`config.mk`:
```
export PLATFORM = sky130hd
export DESIGN_NAME = multi_slot_oneshot_timer
export DESIGN_NICKNAME = d
export VERILOG_FILES = /design/src/hw/rtl/mst_pkg.sv /design/src/hw/rtl/multi_slot_oneshot_timer.sv /design/src/hw/rtl/mst_ram.sv /design/src/hw/rtl/mst_due.sv
export SDC_FILE = /design/constraint.sdc
export NUM_CORES = 1
export LEC_CHECK = 0
export BUFFER_PORTS_ARGS = -buffer_cell sky130_fd_sc_hd__buf_2
export CORE_MARGIN = 4
export CORE_UTILIZATION = 30
export DETAILED_ROUTE_END_ITERATION = 10
export PLACE_DENSITY = 0.56
export REMOVE_ABC_BUFFERS = 1
export SETUP_SLACK_MARGIN = 0.02
export SLEW_MARGIN = 5
export SYNTH_ARGS = -nofsm -noshare
export SYNTH_HDL_FRONTEND = slang
export SYNTH_SLANG_ARGS = --single-unit
```
`constraint.sdc`:
```
create_clock -name clk_i -period 8.6 [get_ports clk_i]
set_input_delay 1.29 -clock clk_i [delete_from_list [all_inputs] [get_ports clk_i]]
set_output_delay 1.29 -clock clk_i [all_outputs]
set_load 0.01 [all_outputs]
```
`src/hw/rtl/mst_pkg.sv`:
```
// Package for the multi-slot one-shot timer.
// Holds the beat types, the command, kind and status codes, and the default sizes.
// It has no dependencies.
package mst_pkg;

  localparam int unsigned SLOT_COUNT  = 8;
  localparam int unsigned MAX_RESULTS = 8;
  localparam int unsigned TIME_W      = 32;
  localparam int unsigned ENTRY_W     = 2 * TIME_W;

  localparam logic [1:0] CMD_TICK   = 2'd0;
  localparam logic [1:0] CMD_SET    = 2'd1;
  localparam logic [1:0] CMD_CANCEL = 2'd2;

  localparam logic [1:0] KIND_ACK     = 2'd0;
  localparam logic [1:0] KIND_EXPIRED = 2'd1;
  localparam logic [1:0] KIND_IDLE    = 2'd2;

  localparam logic [1:0] STAT_DONE    = 2'd0;
  localparam logic [1:0] STAT_INVALID = 2'd1;
  localparam logic [1:0] STAT_BUSY    = 2'd2;

  typedef struct packed {
    logic [1:0]        cmd;
    logic [7:0]        timer_id;
    logic [TIME_W-1:0] delay_ms;
    logic              force_req;
  } in_beat_t;

  typedef struct packed {
    logic [1:0] kind;
    logic [7:0] slot;
    logic [1:0] status;
    logic       last;
  } out_beat_t;

  typedef enum logic [1:0] {
    S_IDLE,
    S_EXEC,
    S_SCAN,
    S_FIN
  } state_e;

endpackage

```
`src/hw/rtl/multi_slot_oneshot_timer.sv`:
```
// Top level of the multi-slot one-shot timer: sequencer, slot RAM and shared compare unit.
// A set or cancel beat goes through S_EXEC, which acknowledges it once the output is free, and
// the sequencer then returns to idle for the next beat; cmd 3 returns to idle with no result.
// A tick scans up to SlotCount slots, one per cycle while no output stall holds the scan, and
// S_FIN then sends its last result before the sequencer returns to idle for the next beat.
// Reset clears the time counter, armed flags and control state; RAM contents stay undefined.
module multi_slot_oneshot_timer import mst_pkg::*; #(
  parameter int unsigned SlotCount = SLOT_COUNT
) (
  input  logic      clk_i,
  input  logic      rst_ni,
  input  logic      in_valid_i,
  output logic      in_ready_o,
  input  in_beat_t  in_data_i,
  output logic      out_valid_o,
  input  logic      out_ready_i,
  output out_beat_t out_data_o
);

  localparam int unsigned IdxW = (SlotCount > 1) ? $clog2(SlotCount) : 1;
  localparam int unsigned CntW = $clog2(MAX_RESULTS + 1);
  localparam logic [IdxW-1:0] LastIdx = IdxW'(SlotCount - 1);

  state_e state_q, state_d;

  logic [TIME_W-1:0]    now_q, now_d;
  logic [SlotCount-1:0] armed_q, armed_d;
  logic [IdxW-1:0]      idx_q, idx_d;
  logic [CntW-1:0]      cnt_q, cnt_d;
  logic                 pend_v_q, pend_v_d;
  logic [IdxW-1:0]      pend_q, pend_d;
  in_beat_t             cmd_q, cmd_d;
  logic                 out_valid_q, out_valid_d;
  out_beat_t            out_q, out_d;

  logic                 ram_we;
  logic [ENTRY_W-1:0]   ram_wdata;
  logic [ENTRY_W-1:0]   ram_rdata;
  logic                 due;

  logic                 accept;
  logic                 out_free;
  logic                 hit;
  logic                 stall;
  logic                 scan_done;
  logic                 id_ok;
  logic [IdxW-1:0]      cmd_idx;
  logic                 do_arm;

  assign accept   = in_valid_i && in_ready_o;
  assign out_free = !out_valid_q || out_ready_i;
  assign hit      = armed_q[idx_q] && due;
  assign stall    = hit && pend_v_q && !out_free;
  assign scan_done = !stall && ((idx_q == LastIdx) ||
                                (hit && (cnt_q == CntW'(MAX_RESULTS - 1))));
  assign id_ok    = cmd_q.timer_id < 8'(SlotCount);
  assign cmd_idx  = cmd_q.timer_id[IdxW-1:0];
  assign do_arm   = id_ok && (!armed_q[cmd_idx] || cmd_q.force_req);
  assign ram_wdata = {now_q, cmd_q.delay_ms};

  mst_ram #(
    .Width (ENTRY_W),
    .Depth (SlotCount)
  ) u_ram (
    .clk_i   (clk_i),
    .we_i    (ram_we),
    .waddr_i (cmd_idx),
    .wdata_i (ram_wdata),
    .raddr_i (idx_d),
    .rdata_o (ram_rdata)
  );

  mst_due u_due (
    .now_i   (now_q),
    .start_i (ram_rdata[ENTRY_W-1:TIME_W]),
    .delay_i (ram_rdata[TIME_W-1:0]),
    .due_o   (due)
  );

  always_comb begin
    state_d = state_q;
    case (state_q)
      S_IDLE: begin
        if (accept) begin
          state_d = (in_data_i.cmd == CMD_TICK) ? S_SCAN : S_EXEC;
        end
      end
      S_EXEC: begin
        if (cmd_q.cmd != CMD_SET && cmd_q.cmd != CMD_CANCEL) begin
          state_d = S_IDLE;
        end else if (out_free) begin
          state_d = S_IDLE;
        end
      end
      S_SCAN: begin
        if (scan_done) begin
          state_d = S_FIN;
        end
      end
      S_FIN: begin
        if (out_free) begin
          state_d = S_IDLE;
        end
      end
      default: state_d = S_IDLE;
    endcase
  end

  always_comb begin
    in_ready_o = (state_q == S_IDLE);
    now_d      = now_q;
    armed_d    = armed_q;
    idx_d      = idx_q;
    cnt_d      = cnt_q;
    pend_v_d   = pend_v_q;
    pend_d     = pend_q;
    cmd_d      = cmd_q;
    ram_we     = 1'b0;
    out_valid_d = out_valid_q && !out_ready_i;
    out_d      = out_q;
    case (state_q)
      S_IDLE: begin
        if (accept) begin
          cmd_d    = in_data_i;
          idx_d    = '0;
          cnt_d    = '0;
          pend_v_d = 1'b0;
          if (in_data_i.cmd == CMD_TICK) begin
            now_d = now_q + 1'b1;
          end
        end
      end
      S_EXEC: begin
        if ((cmd_q.cmd == CMD_SET || cmd_q.cmd == CMD_CANCEL) && out_free) begin
          out_valid_d   = 1'b1;
          out_d.kind    = KIND_ACK;
          out_d.slot    = cmd_q.timer_id;
          out_d.last    = 1'b1;
          out_d.status  = STAT_DONE;
          if (!id_ok) begin
            out_d.status = STAT_INVALID;
          end else if (cmd_q.cmd == CMD_CANCEL) begin
            armed_d[cmd_idx] = 1'b0;
          end else if (do_arm) begin
            ram_we           = 1'b1;
            armed_d[cmd_idx] = 1'b1;
          end else begin
            out_d.status = STAT_BUSY;
          end
        end
      end
      S_SCAN: begin
        if (!stall) begin
          if (hit) begin
            armed_d[idx_q] = 1'b0;
            cnt_d          = cnt_q + 1'b1;
            pend_v_d       = 1'b1;
            pend_d         = idx_q;
            if (pend_v_q) begin
              out_valid_d  = 1'b1;
              out_d.kind   = KIND_EXPIRED;
              out_d.slot   = 8'(pend_q);
              out_d.status = STAT_DONE;
              out_d.last   = 1'b0;
            end
          end
          if (idx_q != LastIdx) begin
            idx_d = idx_q + 1'b1;
          end
        end
      end
      S_FIN: begin
        if (out_free) begin
          out_valid_d  = 1'b1;
          out_d.status = STAT_DONE;
          out_d.last   = 1'b1;
          if (pend_v_q) begin
            out_d.kind = KIND_EXPIRED;
            out_d.slot = 8'(pend_q);
          end else begin
            out_d.kind = KIND_IDLE;
            out_d.slot = '0;
          end
        end
      end
      default: begin
        out_valid_d = out_valid_q && !out_ready_i;
      end
    endcase
  end

  always_ff @(posedge clk_i or negedge rst_ni) begin
    if (!rst_ni) begin
      state_q     <= S_IDLE;
      now_q       <= '0;
      armed_q     <= '0;
      idx_q       <= '0;
      cnt_q       <= '0;
      pend_v_q    <= 1'b0;
      out_valid_q <= 1'b0;
    end else begin
      state_q     <= state_d;
      now_q       <= now_d;
      armed_q     <= armed_d;
      idx_q       <= idx_d;
      cnt_q       <= cnt_d;
      pend_v_q    <= pend_v_d;
      out_valid_q <= out_valid_d;
    end
  end

  always_ff @(posedge clk_i) begin
    pend_q <= pend_d;
    cmd_q  <= cmd_d;
    out_q  <= out_d;
  end

  assign out_valid_o = out_valid_q;
  assign out_data_o  = out_q;

endmodule

```
`src/hw/rtl/mst_ram.sv`:
```
// Generic single-write, single-read RAM with a registered read port.
// Stores the start time and delay of every timer slot. No dependencies.
module mst_ram #(
  parameter int unsigned Width = 64,
  parameter int unsigned Depth = 8,
  localparam int unsigned AddrW = (Depth > 1) ? $clog2(Depth) : 1
) (
  input  logic             clk_i,
  input  logic             we_i,
  input  logic [AddrW-1:0] waddr_i,
  input  logic [Width-1:0] wdata_i,
  input  logic [AddrW-1:0] raddr_i,
  output logic [Width-1:0] rdata_o
);

  logic [Width-1:0] mem_q [Depth];

  always_ff @(posedge clk_i) begin
    if (we_i) begin
      mem_q[waddr_i] <= wdata_i;
    end
    rdata_o <= mem_q[raddr_i];
  end

endmodule

```
`src/hw/rtl/mst_due.sv`:
```
// Shared expiry compare unit of the multi-slot one-shot timer.
// Uses mst_pkg for the time width.
module mst_due import mst_pkg::*; (
  input  logic [TIME_W-1:0] now_i,
  input  logic [TIME_W-1:0] start_i,
  input  logic [TIME_W-1:0] delay_i,
  output logic              due_o
);

  logic [TIME_W-1:0] elapsed;

  assign elapsed = now_i - start_i;
  assign due_o   = elapsed > delay_i;

endmodule
```
=== Yosys cells after proc, flatten, opt, wreduce, memory -nomap -nowiden ===
Memory sizes are Yosys's and may differ from the RTL's. A register that Yosys moved wholly into a read port is not among the register bits.
Cells that the tools add are included.
W data, S select, Z words.

* Bits in registers: 110
* RAM bits: 512
* Bits of input ports: 47
* Output and inout port bits: 15
* Logic and storage cells: 141
* Memories kept: 1

{| class="wikitable"
|+ Memory list
! memory !! words !! bits a word !! read ports !! clocked after Yosys merged registers in !! wr ports !! line !! source
|-
| u_ram.mem_q || 8 || 64 || 1 || 1 || 1 || mst_ram.sv:16 || <nowiki>logic [Width-1:0] mem_q [Depth];</nowiki>
|}

* Add/subtract/negate cells: 4
* $lt $le $gt $ge: 6
* Equality and inequality tests: 19
* Multiplexer cells: 56
* Bitwise logic cells: 6
* Reduce and logical (&&, ||, !) cells: 33

{| class="wikitable"
|+ Operator list
! kind !! count
|-
| $mux W13 || 5
|-
| $mux W8 || 6
|-
| $pmux W13 S3 || 1
|-
| $add A32 B1 Y32 const B || 1
|-
| $gt A32 B32 Y1 || 1
|-
| $sub A32 B32 Y32 || 1
|-
| $mux W1 || 19
|-
| $and A8 B8 Y8 || 2
|-
| $mux W2 || 8
|-
| $ne A2 B2 Y1 const B || 8
|-
| $not A8 Y8 || 2
|-
| $pmux W8 S2 || 1
|-
| $logic_and A1 B1 Y1 || 12
|-
| $mux W4 || 3
|-
| $reduce_and A6 Y1 || 2
|-
| $mux W10 || 1
|-
| $mux W3 || 3
|-
| $lt A3 B4 Y1 const B || 2
|-
| $lt A8 B4 Y1 const B || 1
|-
| $or A8 B8 Y8 || 1
|-
| $pmux W2 S4 || 1
|-
| $pmux W4 S2 || 1
|-
| $bmux W1 S3 || 2
|-
| $demux W1 S3 || 2
|-
| other kinds (21) || 38
|}

=== Depth between registers and ports, before layout ===
Gate-level depths: netlist of the first run.

* Depth after elaboration: 12
* Gate-level depth with buffers: 26
* Depth with buffers taken out: 23

=== Modules after synthesis ===
A second synthesis of the first run with hierarchy kept.

* Cells, all modules: 1553
* Area, all modules: 27865.5 µm²

{| class="wikitable"
|+ Modules (own cells, without submodules)
! module !! instances !! cells each !! area each (µm²) !! seq. area each (µm²)
|-
| mst_ram || 1 || 816 || 20547.2 || 16656.0
|-
| multi_slot_oneshot_timer || 1 || 357 || 4688.2 || 3047.9
|-
| mst_due || 1 || 380 || 2630.0 || 0.0
|}

=== Least setup slack after synthesis of the first run ===
Ideal clock, no wire load.

* Kind: input port to flip-flop
* Start point: in out_ready_i
* End point: mem u_ram.mem_q[1][0], enable pin
* Data arrival time: 8.096 ns
* Setup slack: -0.140 ns
* Cell stages on the path: 5
* Cell sequence: nand2b_1 > nand3_1 > or3_1 > clkbuf_1 > nor4_1

* Longest elaborated chain between the ends: 6

{| class="wikitable"
|+ Ends and longest elaborated chain
! item !! line !! source
|-
| start: declaration || multi_slot_oneshot_timer.sv:16 || <nowiki>input logic out_ready_i,</nowiki>
|-
| $logic_or A1 B1 Y1 || multi_slot_oneshot_timer.sv:51 || <nowiki>assign out_free = !out_valid_q || out_ready_i;</nowiki>
|-
| $logic_and A1 B1 Y1 || multi_slot_oneshot_timer.sv:134 || <nowiki>if ((cmd_q.cmd == CMD_SET || cmd_q.cmd == CMD_CANCEL) && out_free) begin</nowiki>
|-
| $mux W1 || multi_slot_oneshot_timer.sv:134 ||
|-
| $mux W1 || multi_slot_oneshot_timer.sv:121 || <nowiki>case (state_q)</nowiki>
|-
| $mux W1 || mst_ram.sv:19 || <nowiki>if (we_i) begin</nowiki>
|-
| $mux W1 (not written as such) || mst_ram.sv:20 || <nowiki>mem_q[waddr_i] <= wdata_i;</nowiki>
|-
| end: declaration || mst_ram.sv:16 ||
|}

Every way passes these cells.

=== Worst setup path in the final report of the first run ===
* Start point: reg now_q[0]
* End point: reg u_ram.rdata_o[45] (read register of u_ram.mem_q)

* Longest elaborated chain between the ends: 7

{| class="wikitable"
|+ Ends and longest elaborated chain
! item !! line !! source
|-
| start: declaration || multi_slot_oneshot_timer.sv:26 || <nowiki>logic [TIME_W-1:0] now_q, now_d;</nowiki>
|-
| start signal: assignment || multi_slot_oneshot_timer.sv:203 || <nowiki>now_q <= now_d;</nowiki>
|-
| $sub A32 B32 Y32 || mst_due.sv:12 || <nowiki>assign elapsed = now_i - start_i;</nowiki>
|-
| $gt A32 B32 Y1 || mst_due.sv:13 || <nowiki>assign due_o = elapsed > delay_i;</nowiki>
|-
| $logic_and A1 B1 Y1 || multi_slot_oneshot_timer.sv:52 || <nowiki>assign hit = armed_q[idx_q] && due;</nowiki>
|-
| $logic_and A1 B1 Y1 (2 in a row) || multi_slot_oneshot_timer.sv:53 || <nowiki>assign stall = hit && pend_v_q && !out_free;</nowiki>
|-
| $mux W3 || multi_slot_oneshot_timer.sv:153 || <nowiki>if (!stall) begin</nowiki>
|-
| $pmux W3 S2 || multi_slot_oneshot_timer.sv:121 ||
|-
| end: declaration || mst_ram.sv:13 || <nowiki>output logic [Width-1:0] rdata_o</nowiki>
|}

Every way passes these cells.
A chain may end at the register's enable or synchronous reset.

==> results of run 1 <==
[worst max-delay path, stage by stage (launching register included)]
cell and delay (ns):
dfrtp_1 0.47, inv_1 0.13, ha_1 0.18, inv_1 0.06, fa_1 0.44, a211oi_1 0.29, o21ai_0 0.22, a211oi_1 0.45
o211ai_1 0.22, a211oi_1 0.26, o21bai_1 0.15, a221oi_1 0.41, a21oi_1 0.13, xor2_1 0.17, ha_1 0.33, nand4_2 0.13
nor4_1 0.51, a31oi_1 0.21, o211ai_2 0.18, a32o_4 0.83, buf_12 0.37, mux2i_1 0.27, mux2i_1 0.10, mux2_2 0.29
[per-layer routing]
| metal | global-route usage (%) | vias to the layer above | wire length [microns] |
|---|---|---|---|
| li1 | - | 6977 | - |
| met1 | 14.3 | 7352 | 25100 |
| met2 | 20.8 | 218 | 29600 |
| met3 | 1.70 | 86 | 1750 |
| met4 | 3.89 | 0 | 1350 |
| met5 | 0 | - | 0 |
[where the power goes]
part / total, W / switching [W] / internal [W]
logic: 0.00185 / 0.00104 / 0.000808
registers: 0.00410 / 0.000205 / 0.00390
clock network: 0.00309 / 0.00125 / 0.00184
total: 0.00905 / 0.00249 / 0.00655
[worst paths after layout]
check	endpoint	cells after the start	slack, ns
worst max-delay path	u_ram.rdata_o[45]$_DFF_P_	23	1.59
worst max register to register	u_ram.rdata_o[45]$_DFF_P_	23	1.59
worst min-delay path	cnt_q[3]$_DFFE_PN0P_	1	0.52
worst min register to register	cnt_q[3]$_DFFE_PN0P_	1	0.52
max in group asynchronous	asynchronous set/reset pin	2	7.18
min in group asynchronous	now_q[19]$_DFFE_PN0P_	2	0.86
[registers in the layout (all words and copies together) (netlist names), named ones only]
name / cells
state_q: 2
u_ram.rdata_o: 64
out_valid_o: 1
pend_v_q: 1
out_data_o: 13
cmd_idx: 3
u_ram.mem_q: 512
pend_q: 3
idx_q: 3
now_q: 32
cmd_q: 40
cnt_q: 4
[per-stage QoR]
step	instances	power (W)	setup TNS [ns]	setup WS, ns	utilization, %
5_1_grt	3208	0.00951	0	0.900	34.9
2_1_floorplan	1730	0.00592	-421.10	-6.19	-
3_3_place_gp	3068	0.00601	0	1.68	32.3
4_1_cts	3208	0.00920	0	1.55	34.9
3_5_place_dp	3068	0.00606	0	1.56	32.3
6_report	3208	0.00905	0	1.59	34.9
[logic make-up after synthesis]
family / after synthesis / synth area share [%]
flops: 686 / 68.9
mux: 454 / 16.2
simple gates: 220 / 3.67
compound gates: 158 / 3.63
buf+inv: 156 / 2.90
fa+ha+maj: 68 / 3.00
xor+xnor: 57 / 1.75
[cell type report]
type / instances / area, sq um
sequential: 686 / 19700
multi-input combinational: 957 / 8160
timing repair buffer: 84 / 566
clock buffer: 109 / 2130
clock inverter: 31 / 284
fill: 8983 / 61200
inverter: 87 / 327
tap: 1254 / 1570
[placed cells by master (no fill, tap or decap), types with 24 or more instances in the layout]
cell type,instances
a21oi_1,31
buf_2,61
clkbuf_1,24
clkbuf_16,77
dfrtp_1,51
dfxtp_1,64
edfxtp_1,571
ha_1,67
inv_1,86
mux2_2,65
mux2i_1,388
nand2_1,63
nand3_1,28
nor2_1,52
o21ai_0,43
xnor2_1,36
==> flow_metrics.tcl, run 1 <==
set metrics [dict create \
    route.detailed.drc 0 \
    clockBufferDepth 3 \
    fin_crit_sh_pct 81.5 \
    netlist_instances 1799 \
    ys_top_cells_by_area "edfxtp_1, mux2i_1, dfxtp_1" \
    min_path_type "flop to flop" \
    netlist.area_leader.share_pct 60.0 \
    grt_pass1_wl_microns 90000 \
    cp_data_required_time_ns 9.08 \
    fmax_ghz 0.143 \
    hold_viol 0 \
    die_h_microns 317 \
    syn_avg_cell_area_sq_um 15.9 \
    final_max_slew_viol_count 0 \
    final.setup_skew_ns 0.0251 \
    grt_overflow 0 \
    dieWidth_microns 317 \
    async_reset_ff_share_pct 7.43 \
    synthTopCellsByCount "edfxtp_1, mux2i_1, inv_1" \
    clkLatencyLatePin_ns 0.61 \
    start_util_pct 30.5 \
    finalSetupViolCount 0 \
    routed_via_density 4.56 \
    drtAntennaViolNets 0 \
    finalNetCount 2006 \
    placed_cell_area_sq_um 30300 \
    cp_max_fo 44 \
    post_cts_resized 0 \
    rr_startpoint "now_q[0]$_DFFE_PN0P_" \
    num_rows 112 \
    synth_top_cell_by_area "edfxtp_1" \
    cts_setup_buffers 0 \
    holdBufCountCts 0 \
    crit_start "now_q[0]$_DFFE_PN0P_" \
    cts_root_buf "clkbuf_16" \
    hpwl_microns 32900 \
    syn2layout_area_growth_pct 14.5 \
    seq_area_frac_synth_pct 68.9 \
    netlist-cell-type-count 66 \
    num_antenna_cells 0 \
    grt.total_usage_pct 11.6 \
    post-route-cell-area_sq_um 32700 \
    port_buffers 61 \
    synth_edf_count 571 \
    coreArea_sq_um 93900 \
    cts_buffers 75 \
    clkTransAtPathRegs_ns 0.06 \
    finalCriticalPeriod_ns 7.01 \
    firstDrtPassIters 8 \
    grt_setup_unrepaired "no" \
    globalplace.congestion 0.781 \
    drt-initial-drc-count 853 \
    outcome "finished, final reports clean" \
    antenna_found_initial 0 \
    max-slew-margin-rel_pct 34.3 \
    leakagePower_nw 11.3 \
    wire_per_inst_microns 18.0 \
    h-tree-depth 3 \
    drive_above_1_share_pct 14.1 \
    drt_wl_total_microns 57900 \
    whs_ns 0.517 \
    grt_max_degree 109 \
    crit_arrival_ns 7.49 \
    grt_pass1_vias 15500 \
    postSynthRegisterBits 686 \
    hold_start "cnt_q[3]$_DFFE_PN0P_" \
    p_per_area_nw_per_um2 276 \
    io_pins 62 \
    tritoncts "done" \
    drv_cap 0 \
    cp-end-kind "flop" \
    worstMarginPinSlew_ns 0.983 \
    ys_warn_count 0 \
    syn_area_sq_um 28600 \
    synth_ff_type "edfxtp_1" \
    start_kind "flop" \
    irDropWorstVdd_v 0.000311 \
    numClockSinks 686 \
    critical_path_class "flop to flop" \
    vias 14600 \
    yosys.cell_count.top_type "edfxtp_1" \
    dieArea_sq_um 100000 \
]
No activity file was read; power rests on OpenSTA's default activity.
==> inputs of run 2 (changes only) <==
- ABC_AREA: default -> 1
- PLACE_DENSITY: 0.56 -> 0.54
- clock period: 8.6 -> 7.1 ns (I/O delays scaled with it)
==> flow_metrics.tcl, run 2 <==
set metrics [dict create \
    seq_area_frac_synth_pct 67.8 \
    start_kind "flop" \
    antenna_found_initial 2 \
    coreArea_sq_um 95600 \
    cts_setup_buffers 0 \
    async_reset_ff_share_pct 7.43 \
    drv_cap 0 \
    setup_tns_ns 0 \
    holdBufCountCts 0 \
    finalSetupViolCount 0 \
    fin_crit_sh_pct 84.5 \
    globalplace.congestion 0.828 \
    multi_input_area_sq_um 8160 \
    clkTransAtPathRegs_ns 0.06 \
    ys_warn_count 0 \
    min_path_type "flop to flop" \
    tritoncts "done" \
    num_rows 113 \
    dieArea_sq_um 102000 \
    netlist.area_leader.share_pct 59.0 \
    die_h_microns 319 \
    postSynthRegisterBits 686 \
    drt_wl_total_microns 71800 \
    netlist-cell-type-count 49 \
    final_util_pct 34.6 \
    dieWidth_microns 319 \
    final_max_slew_viol_count 0 \
    finalCriticalPeriod_ns 6.00 \
    worstMarginPinSlew_ns 0.980 \
    cp-end-kind "flop" \
    layout_common_cells "nand3_1, edfxtp_1, nand2_1, inv_1, nor2_1" \
    max-slew-margin-rel_pct 34.7 \
    fill_cells 9539 \
    grt_setup_unrepaired "no" \
    cp_data_required_time_ns 7.64 \
    numClockSinks 686 \
    hpwl_microns 38000 \
    largest_reg_flops 512 \
    start_util_pct 30.4 \
    ys_top_cells_by_area "edfxtp_1, nand3_1, nand2_1" \
    num_antenna_cells 0 \
    synth_top_cell_by_area "edfxtp_1" \
    clkLatencyLatePin_ns 0.62 \
    post_cts_resized 0 \
    fmax_ghz 0.167 \
    crit_slowest_cell "nand2_8" \
    syn_avg_cell_area_sq_um 11.5 \
    synth_ff_type "edfxtp_1" \
    final_common_cell "nand3_1" \
    grt_pass1_vias 18900 \
    netlist_instances 2530 \
    synth_edf_count 571 \
    crit_arrival_ns 6.54 \
    synthTopCellsByCount "nand3_1, edfxtp_1, nand2_1" \
    place_ws_ns 1.15 \
    grt_pass1_wl_microns 111000 \
    firstDrtPassIters 5 \
    finalPower_w 0.0151 \
    cts_root_buf "clkbuf_16" \
    top_regs "u_ram.mem_q (512), u_ram.rdata_o (64), cmd_q (40)" \
    slowest_delay_ns 0.76 \
    h-tree-depth 3 \
    setup_ws_ns 1.10 \
    final.setup_skew_ns 0.0267 \
    drt-initial-drc-count 1446 \
    grt_overflow 0 \
    critical_path_class "flop to flop" \
    finalNetCount 2684 \
    grt_max_degree 193 \
    syn_area_sq_um 29000 \
    vias 18800 \
    seq_area_sq_um 19700 \
    wire_per_inst_microns 18.4 \
    io_pins 62 \
    irDropWorstVdd_v 0.000701 \
    crit_top_cell "nand2_1" \
    p_per_area_nw_per_um2 457 \
    outcome "finished, final reports clean" \
    rrSetupSlack_ns 1.10 \
    grt.total_usage_pct 13.9 \
    route.detailed.drc 0 \
    yosys.cell_count.top_type "nand3_1" \
    hold_viol 0 \
    clockBufferDepth 3 \
    syn2layout_area_growth_pct 13.8 \
    routed_via_density 4.83 \
    leakagePower_nw 12.5 \
    drtAntennaViolNets 0 \
    port_buffers 61 \
    cp_max_fo 94 \
    drive_above_1_share_pct 8.94 \
    top_register "u_ram.mem_q" \
    cts_buffers 73 \
]
## run 2: cell types whose count changed after synthesis, sizes merged, moves of 20 or more
cell	change
xor2	+28
xnor2	-20
nor2	+31
nand3	+647
inv	+77
nand2	+402
mux2i	-388
mux2	-64
a21oi	+31
buf	+47
## run 2: logic make-up (layout without fill, tap and decap cells)
family | count (synthesis) | after routing | share of synthesized area, %
buffers and inverters | 295 | 395 | 4.40
AOI/OAI and AO/OA | 130 | 130 | 2.57
and+or+nand+nor | 1284 | 1284 | 20.2
adders and majority gates | 68 | 68 | 2.95
muxes | 2 | 2 | 0.0732
DFF | 686 | 686 | 67.8
xor gates and xnor gates | 65 | 65 | 1.96
## run 2: critical path, delay by kind of cell (launching register included)
family | cells | cell delay [ns]
compound gates | 4 | 0.88
xor+xnor | 1 | 0.16
simple gates | 17 | 2.85
fa+ha+maj | 3 | 0.87
flops | 1 | 0.50
buf+inv | 4 | 0.60
## run 2: per-stage QoR
stage	instances	hold slack (ns)	cell area, sq um
3_3_place_gp	3759	0.522	30700
5_1_grt	3895	0.570	33100
6_report	3895	0.538	33100
2_1_floorplan	2399	0.488	28400
3_5_place_dp	3759	0.513	30700
4_1_cts	3895	0.535	33100
## run 2: area by class of cell
class / count / area share [%]
Tap cell: 1265 / 4.79
Timing Repair Buffer: 95 / 1.96
Clock buffer: 105 / 6.17
Clock inverter: 31 / 0.890
Multi-Input combinational cell: 1549 / 24.7
Inverter: 164 / 1.87
Sequential cell: 686 / 59.6
## run 2: path summary, 6_finish.rpt
| check | start | endpoint | depth (start not counted) |
|---|---|---|---|
| min reg2reg | cnt_q[1]$_DFFE_PN0P_ | cnt_q[1]$_DFFE_PN0P_ | 1 |
| min | cnt_q[1]$_DFFE_PN0P_ | cnt_q[1]$_DFFE_PN0P_ | 1 |
| min in group asynchronous | rst_ni | asynchronous set/reset pin | 2 |
| max | now_q[0]$_DFFE_PN0P_ | u_ram.rdata_o[10]$_DFF_P_ | 29 |
| max reg2reg | now_q[0]$_DFFE_PN0P_ | u_ram.rdata_o[10]$_DFF_P_ | 29 |
| max in group asynchronous | rst_ni | now_q[14]$_DFFE_PN0P_ | 2 |
## run 2: power breakdown
part           switching [W]  leakage (nW)  internal, W  total (W)
logic                0.00437          5.43      0.00206    0.00643
clock network        0.00155          1.14      0.00216    0.00371
registers           0.000215          5.93      0.00475    0.00497
## run 2: metal layers
layer  GRT usage (%)  up-vias  share of wire, %
li1                -     9070                 -
met1            18.4     9190                45
met2            23.2      430                48
met3            2.16      113               4.8
met4            4.78        4               2.6
met5               0        -             0.035
